### src/hw/rtl/adbd_pkg.sv
// Shared types, constants and arithmetic helpers for the anchor distance box decoder.
// No dependencies; imported by adbd_walk and anchor_distance_box_decode.
`timescale 1ns / 1ps
`default_nettype none

package adbd_pkg;

   localparam int ScoreW     = 16;
   localparam int DimW       = 13;
   localparam int RecipW     = 20;
   localparam int CellW      = 9;
   localparam int GridW      = 10;
   localparam int CountW     = 8;
   localparam int IndexW     = 7;
   localparam int OffsetW    = 16;
   localparam int ShiftW     = 3;
   localparam int LevelW     = 2;
   localparam int LaneCount  = 14;
   localparam int PointCount = 5;
   localparam int BoxLanes   = 4;
   localparam int PixW       = 25;
   localparam int ProdW      = PixW + RecipW + 1;
   localparam int RoundShift = 18;
   localparam int RoundW     = ProdW - RoundShift;
   localparam int CsrIndexW  = 3;
   localparam int CsrDataW   = 20;

   localparam logic [CsrIndexW-1:0] CsrScoreThreshold = 3'd0;
   localparam logic [CsrIndexW-1:0] CsrImageWidth     = 3'd1;
   localparam logic [CsrIndexW-1:0] CsrImageHeight    = 3'd2;
   localparam logic [CsrIndexW-1:0] CsrWidthRecip     = 3'd3;
   localparam logic [CsrIndexW-1:0] CsrHeightRecip    = 3'd4;

   localparam logic [GridW-1:0]  GridLimit = 10'd512;
   localparam logic [LevelW-1:0] LastLevel = 2'd2;
   localparam logic [ShiftW-1:0] BaseShift = 3'd3;

   localparam logic signed [ProdW-1:0]  RoundHalf = ProdW'(1) << (RoundShift - 1);
   localparam logic signed [RoundW-1:0] EdgeLow   = RoundW'(0);
   localparam logic signed [RoundW-1:0] SatLow    = RoundW'(-32768);
   localparam logic signed [RoundW-1:0] SatHigh   = RoundW'(32767);
   localparam logic signed [RoundW-1:0] OneQ214   = RoundW'(16384);

   typedef struct packed {
      logic [ScoreW-1:0] score_threshold;
      logic [DimW-1:0]   image_width;
      logic [DimW-1:0]   image_height;
      logic [RecipW-1:0] width_reciprocal;
      logic [RecipW-1:0] height_reciprocal;
   } cfg_type;

   typedef struct packed {
      logic [CellW-1:0]  column;
      logic [CellW-1:0]  row;
      logic [ShiftW-1:0] shift;
      logic [IndexW-1:0] face_index;
      logic              hit;
   } anchor_type;

   // Grid size of one level, held between one and the grid limit.
   function automatic logic [GridW-1:0] grid_dim(input logic [DimW-1:0] pixels,
                                                 input logic [ShiftW-1:0] shift);
      logic [DimW-1:0] n;
      n = pixels >> shift;
      if (n == '0) begin
         return GridW'(1);
      end
      if (n > DimW'(GridLimit)) begin
         return GridLimit;
      end
      return n[GridW-1:0];
   endfunction

   // Round a Q.32 product to Q2.14, nearest with ties toward plus infinity.
   function automatic logic signed [RoundW-1:0] round_q214(input logic signed [ProdW-1:0] p);
      logic signed [ProdW-1:0] s;
      s = p + RoundHalf;
      return s[ProdW-1:RoundShift];
   endfunction

   function automatic logic [15:0] clamp16(input logic signed [RoundW-1:0] v,
                                           input logic signed [RoundW-1:0] lo,
                                           input logic signed [RoundW-1:0] hi);
      logic signed [RoundW-1:0] r;
      if (v < lo) begin
         r = lo;
      end else if (v > hi) begin
         r = hi;
      end else begin
         r = v;
      end
      return r[15:0];
   endfunction

endpackage

`default_nettype wire

### src/hw/rtl/adbd_walk.sv
// Anchor grid walker: position over three stride levels, face count and detection decision.
// Depends on adbd_pkg.
`timescale 1ns / 1ps
`default_nettype none

module adbd_walk #(
   parameter int MAX_FACES = 128
) (
   input  wire logic                clock,
   input  wire logic                reset,
   input  wire adbd_pkg::cfg_type   cfg,
   input  wire logic                step,
   input  wire logic [15:0]         score,
   output adbd_pkg::anchor_type     anchor
);
   import adbd_pkg::*;

   localparam logic [CountW-1:0] MaxCount = CountW'(MAX_FACES);

   logic [CellW-1:0]  column_ff;
   logic [CellW-1:0]  row_ff;
   logic              slot_ff;
   logic [LevelW-1:0] level_ff;
   logic [CountW-1:0] face_ff;

   logic [ShiftW-1:0] shift;
   logic [GridW-1:0]  cols;
   logic [GridW-1:0]  rows;
   logic              col_last;
   logic              row_last;
   logic              level_last;
   logic              hit;

   always_comb begin
      shift      = ShiftW'(level_ff) + BaseShift;
      cols       = grid_dim(cfg.image_width, shift);
      rows       = grid_dim(cfg.image_height, shift);
      // A position left beyond a shrunken grid also counts as last, so it wraps to zero.
      col_last   = (GridW'(column_ff) + GridW'(1)) >= cols;
      row_last   = (GridW'(row_ff) + GridW'(1)) >= rows;
      level_last = level_ff >= LastLevel;
      hit        = (score > cfg.score_threshold) && (face_ff < MaxCount);
      anchor.column     = column_ff;
      anchor.row        = row_ff;
      anchor.shift      = shift;
      anchor.face_index = face_ff[IndexW-1:0];
      anchor.hit        = hit;
   end

   always_ff @(posedge clock) begin
      if (reset) begin
         column_ff <= '0;
         row_ff    <= '0;
         slot_ff   <= 1'b0;
         level_ff  <= '0;
         face_ff   <= '0;
      end else if (step) begin
         slot_ff <= ~slot_ff;
         if (slot_ff) begin
            column_ff <= col_last ? '0 : column_ff + CellW'(1);
            if (col_last) begin
               row_ff <= row_last ? '0 : row_ff + CellW'(1);
               if (row_last) begin
                  level_ff <= level_last ? '0 : level_ff + LevelW'(1);
               end
            end
         end
         // The end of the frame clears the count even when its last anchor is a detection.
         if (slot_ff && col_last && row_last && level_last) begin
            face_ff <= '0;
         end else if (hit) begin
            face_ff <= face_ff + CountW'(1);
         end
      end
   end

endmodule

`default_nettype wire
### config.mk
export PLATFORM = sky130hd
export DESIGN_NAME = adbd_walk
export DESIGN_NICKNAME = d
export VERILOG_FILES = /design/src/hw/rtl/adbd_pkg.sv /design/src/hw/rtl/adbd_walk.sv
export SDC_FILE = /design/constraint.sdc
export NUM_CORES = 1
export LEC_CHECK = 0
export ABC_CLOCK_PERIOD_IN_PS = 4350
export BUFFER_PORTS_ARGS = -buffer_cell sky130_fd_sc_hd__buf_4
export CAP_MARGIN = 20
export CORE_MARGIN = 3
export CORE_UTILIZATION = 49
export DETAILED_ROUTE_END_ITERATION = 10
export PLACE_DENSITY = 0.82
export SLEW_MARGIN = 15
export SYNTH_ARGS = -nofsm -noshare
export SYNTH_HDL_FRONTEND = slang
export SYNTH_SLANG_ARGS = --single-unit
export TNS_END_PERCENT = 20
### constraint.sdc
create_clock -name clock -period 4.35 [get_ports clock]
set_clock_uncertainty 0.15 [all_clocks]
set_input_delay 0.87 -clock clock [delete_from_list [all_inputs] [get_ports clock]]
set_output_delay 0.87 -clock clock [all_outputs]
set_load 0.02 [all_outputs]
Word level (Yosys, flattened, before mapping)
Cells that the tools add are included.

Reductions and logical operators: 11. Muxes and demuxes: 19. Shift operators: 2. $add $sub $neg: 7. $lt $le $gt $ge: 7. Bitwise logic cells: 1.

Operators with widths (count): 10-bit two-way mux (8); 13-bit by 10-bit greater-than comparator with 1-bit output, second input constant (2); 13-bit logical NOT (2); 13-bit by 3-bit right shift with 13-bit output (2); 9-bit by 1-bit adder with 10-bit output, second input constant (2); 10-bit greater-or-equal comparator (2); 9-bit by 1-bit adder with 9-bit output, second input constant (2); 9-bit two-way mux (2); 16-bit greater-than comparator (1); 8-bit two-way mux (2); 8-bit by 1-bit adder with 8-bit output, second input constant (1); 8-bit < comparator, second input constant (1); 1-bit two-way mux (6); 1-bit logical AND (4); 2-bit AND reduction (2); 4-bit AND reduction (1); 2-bit by 2-bit adder with 3-bit output, second input constant (1); 3-bit AND reduction (1); 2-bit by 1-bit adder with 2-bit output, second input constant (1); 2-bit greater-or-equal comparator, second input constant (1); 2-bit two-way mux (1); 2-bit nonzero test (1); 1-bit NOT (1).

Bits of input ports: 101. Logic and storage cells: 52. Output and inout bits: 29. Bits in registers: 29.

Logic depth before layout (Yosys ltp)
Word-level depth: 13. Gate-level depth with buffers: 14. Depth with buffers taken out: 13.

Worst setup path before layout
OpenSTA, ideal clock, no wires.

Path kind: input port to flip-flop. Start: input port cfg[43] (netlist name). End: register face_ff[7]. Slack: 0.265 ns. Stages: 13. Path buffers: 0. Arrival time: 3.843 ns. Setup time: 0.092 ns. Required time: 4.108 ns. Cell sequence: nor2b_1 or3_1 a2111oi_0 o21bai_1 a21oi_1 a31oi_1 ha_1 a21oi_1 nor2_1 a2111o_1 or2_1 a311o_1 o32ai_1.

Cells in the longest elaborated chain, start to end: 11. Elaborated cells between the ends (all ways): 15. Those cells by class: 2 x order compare; 1 x shift; 7 x mux; 5 x reduce/logical.

RTL lines: from (decl) (RTL line adbd_walk.sv:11) `input wire adbd_pkg::cfg_type cfg,`; 13-bit by 3-bit right shift with 13-bit output (*) (RTL line adbd_pkg.sv:64) `n = pixels >> shift;`; 13-bit by 10-bit greater-than comparator with 1-bit output (RTL line adbd_pkg.sv:68) `if (n > DimW'(GridLimit)) begin`; 1-bit two-way mux (2 in series) (RTL line adbd_pkg.sv:68); 10-bit two-way mux (RTL line adbd_pkg.sv:71) `return n[GridW-1:0];`; 10-bit two-way mux (*) (RTL line adbd_pkg.sv:68); 10-bit greater-or-equal comparator (*) (RTL line adbd_walk.sv:40) `row_last = (GridW'(row_ff) + GridW'(1)) >= rows;`; 1-bit logical AND (*) (2 in series) (RTL line adbd_walk.sv:69) `if (slot_ff && col_last && row_last && level_last) begin`; 2-bit nonzero test (no source line); 2-bit AND reduction (no source line); to (signal assigned) (RTL line adbd_walk.sv:72) `face_ff <= face_ff + CountW'(1);`; to (decl) (RTL line adbd_walk.sv:24) `logic [CountW-1:0] face_ff;`.

Every way passes the cells marked *; elsewhere a longest branch is shown, timed or not. The select of a mux whose other input is x is not followed. A chain may end at the register's enable or synchronous reset.

Final worst setup path
Start: input port cfg[48] (netlist name). End: register face_ff[7].

Same word-level chain as after synthesis.

==> key figures <==
Outcome
  • Status: completed

Timing
  • Worst setup margin: 304.1 ps
  • Worst-Margin Slew: 579.1 ps
  • Fin crit share: 93.01%
  • Final hold violation count: 0
  • Fin. max-slew vios: 0
  • RSZ-0062 raised after global routing: no
  • Min Tclk post-route: 4046 ps
  • Fmax: 0.2472 GHz
  • Final setup viols: 0
  • Setup TNS: 0 ps
  • Slew HR: 61.16%

Finish
  • Fill count: 490
  • Final Core Density: 66.56%
  • Layout cell share with drive strength beyond 1: 27.07%
  • FF/Latch Area: 580.6 sq um
  • Final instance area: 0.003777 sq mm
  • Non-Filler Instances: 530
  • Area grow syn2layout: 27.76%
  • Total Nets Final: 601
  • Multi-input gate area: 0.002168 sq mm
  • # diodes: 0

Route
  • DR pass1 iterations: 5
  • Final WL: 7701 microns
  • Iteration-0 DRC Markers: 230
  • DR vias/cell: 5.832
  • DR vias: 3091
  • Number of remaining DRC errors: 0
  • WL/cell: 14.53 microns
  • Antenna viol nets, final: 0

Flow run
  • Max Cap Viol: 0

Floorplanning
  • Die area: 0.007002 sq mm
  • Die height: 83.68 microns
  • IO Count: 130
  • Rows: 27
  • Chip Width: 83.68 microns
  • Initial core utilization: 52.09%
  • Core footprint: 0.005675 sq mm

Synthesis
  • Syn nets: 518
  • Yosys warning count: 0
  • Avg Inst Size Synth: 7.905 sq um
  • Number of synthesized flops with an enable pin: 0
  • Sequential share of the synthesized area: 19.64%
  • Leading register cell type out of synthesis: dfxtp_1
  • Ys async rst share: 0%
  • Synth Register Bits: 29
  • Post-synth cell types: 56
  • Post-Syn Area: 0.002957 sq mm
  • Synthesized instance count: 374

Place
  • Post-Place Cell Area: 0.003661 sq mm
  • GPL Wtd Cong: 0.8452
  • DPL Wire Length: 6084 microns
  • IO Port Bufs: 83
  • Worst slack at placement: 35.83 ps
  • Dpl cells: 522

Global routing
  • GR Overflow Total: 0
  • Vias in the first global route: 2875
  • Initial antenna violation count: 0
  • GRT Total Usage: 21.56%
  • Global-route wire length before repair: 12850 microns
  • Largest net degree at the start of global routing: 22

Worst setup path
  • CP max FO: 6
  • Required @ worst endpoint: 4400 ps
  • CP arrival: 4090 ps
  • Setup crit end kind: register
  • Worst Path Class, Setup: in2reg
  • CP Launch Type: input port

Clocking
  • Root Buffer: clkbuf_8
  • Setup Fix Bufs, Post-CTS: 0
  • Clock Path Buffers: 2
  • Clock slew at reported path FFs: 70 ps
  • Worst-Skew Late Latency: 290 ps
  • Clock sink count: 29
  • CTS tree: yes
  • Total CTS buffers: 5
  • Post-CTS sizing: 0
  • H-tree lvl count: 2
  • Cts hold-fix bufs: 0

Worst hold path
  • Hold Path Class: reg2reg

Power and ir drop
  • Pleak: 1.750 nW
  • Pwr Density: 194.4 mW/mm^2
  • Peak supply drop: 0.1176 mV
## layout make-up
type | count | share of cell area, %
well taps | 72 | 2.385
inverters | 27 | 2.683
clock inverters | 1 | 0.7950
repair buffers | 96 | 19.08
clock buffers | 7 | 2.286
multi-input cells | 298 | 57.40
flip-flops and latches | 29 | 15.37
## registers in the layout, summed over array words and instances, names as in the netlist
| signal | cells |
|---|---|
| slot_ff | 1 |
| column_ff | 9 |
| face_ff | 8 |
| level_ff | 2 |
| row_ff | 9 |
## where the power goes
group / internal, W / switching (W)
Combinational: 0.0000843 / 0.0000804
Clock: 0.000187 / 0.000110
Sequential: 0.000269 / 0.00000463
## worst paths after layout
check | from | depth (start not counted) | slack [ps] | to
setup / recovery | cfg[48] | 14 | 300 | face_ff[7]$_SDFFE_PP0P_
hold / removal | face_ff[7]$_SDFFE_PP0P_ | 2 | 330 | face_ff[7]$_SDFFE_PP0P_
setup reg to reg | level_ff[1]$_SDFFE_PP0P_ | 14 | 650 | face_ff[7]$_SDFFE_PP0P_
hold reg to reg | face_ff[7]$_SDFFE_PP0P_ | 2 | 330 | face_ff[7]$_SDFFE_PP0P_
## synthesized netlist by cell type, types with 2 or more instances
| cell type | n | share of area [%] |
|---|---|---|
| a2111o_1 | 2 | 0.76 |
| a2111oi_0 | 2 | 0.59 |
| a211oi_1 | 4 | 1.0 |
| a21oi_1 | 34 | 5.8 |
| a221o_1 | 4 | 1.4 |
| a221oi_1 | 3 | 0.89 |
| a31o_2 | 4 | 1.2 |
| a32o_1 | 6 | 2.0 |
| a41oi_1 | 2 | 0.59 |
| and3_1 | 8 | 1.7 |
| buf_1 | 2 | 0.25 |
| buf_4 | 8 | 2.0 |
| clkbuf_1 | 9 | 1.1 |
| dfxtp_1 | 29 | 20 |
| ha_1 | 43 | 18 |
| inv_1 | 26 | 3.3 |
| mux2_2 | 5 | 1.9 |
| mux2i_1 | 9 | 3.0 |
| nand2_1 | 32 | 4.1 |
| nand2b_1 | 2 | 0.42 |
| nand3_1 | 15 | 2.5 |
| nand4_1 | 6 | 1.3 |
| nand4b_1 | 6 | 1.8 |
| nor2_1 | 22 | 2.8 |
| nor2b_1 | 2 | 0.42 |
| nor3_1 | 9 | 1.5 |
| o21a_1 | 2 | 0.51 |
| o21ai_0 | 24 | 4.1 |
| o21bai_1 | 2 | 0.51 |
| o22ai_1 | 5 | 1.1 |
| o32ai_1 | 4 | 1.2 |
| or2_2 | 2 | 0.42 |
| or3_1 | 3 | 0.63 |
| or4_1 | 3 | 0.76 |
| xnor2_1 | 6 | 1.8 |
| xor2_1 | 9 | 2.7 |
## critical path: stages
cell and delay, ps:
buf_4 120, or4_1 520, a2111oi_0 300, buf_4 180
o21bai_1 60, a21oi_1 140, a31oi_1 60, ha_1 320
a21oi_1 150, nor2_1 60, a2111o_1 370, or2_1 260
a311o_1 410, o32ai_1 280
## cells in the final DEF (no fill, tap or decap), types with 2 or more instances in the layout
master      n
a221oi_1    3
a211oi_1    4
nor2_1     22
mux2i_1     9
a221o_1     4
xnor2_1     6
nor3_1      9
clkbuf_8    6
a41oi_1     2
buf_4      96
a21oi_1    34
nand4b_1    6
a2111o_1    2
nand3_1    15
or3_1       3
or2_2       2
a31o_2      4
ha_1       43
o21ai_0    24
a32o_1      6
xor2_1      9
nand4_1     6
o21bai_1    2
o32ai_1     4
dfxtp_1    29
nand2b_1    2
nor2b_1     2
o21a_1      2
and3_1      8
or4_1       3
nand2_1    32
a2111oi_0   2
mux2_2      5
inv_1      26
o22ai_1     5
## per-layer routing
metal	vias up	part of all wire, %	track usage (%)
met1	1389	42	26.51
met2	133	48	36.51
met4	0	1.4	6.871
li1	1559	-	-
met3	10	8.2	5.627
met5	-	0	0
## kinds of logic after synthesis
group,after synthesis,synth area share [%]
adders and majority gates,43,18.20
xor gates and xnor gates,15,4.444
AOI/OAI and AO/OA,107,24.50
muxes,14,4.951
DFF,29,19.64
and+or+nand+nor,119,21.24
buffers and inverters,47,7.025
## metrics by stage
step | power, W | hold slack [ps]
floorplan | 0.0003716 | 289.4
global placement | 0.0004366 | 309.3
detailed placement | 0.0004430 | 323.8
CTS | 0.0007414 | 338.1
global route | 0.0007739 | 369.7
finish | 0.0007343 | 333.5
Power figures use the tool's default switching activity.
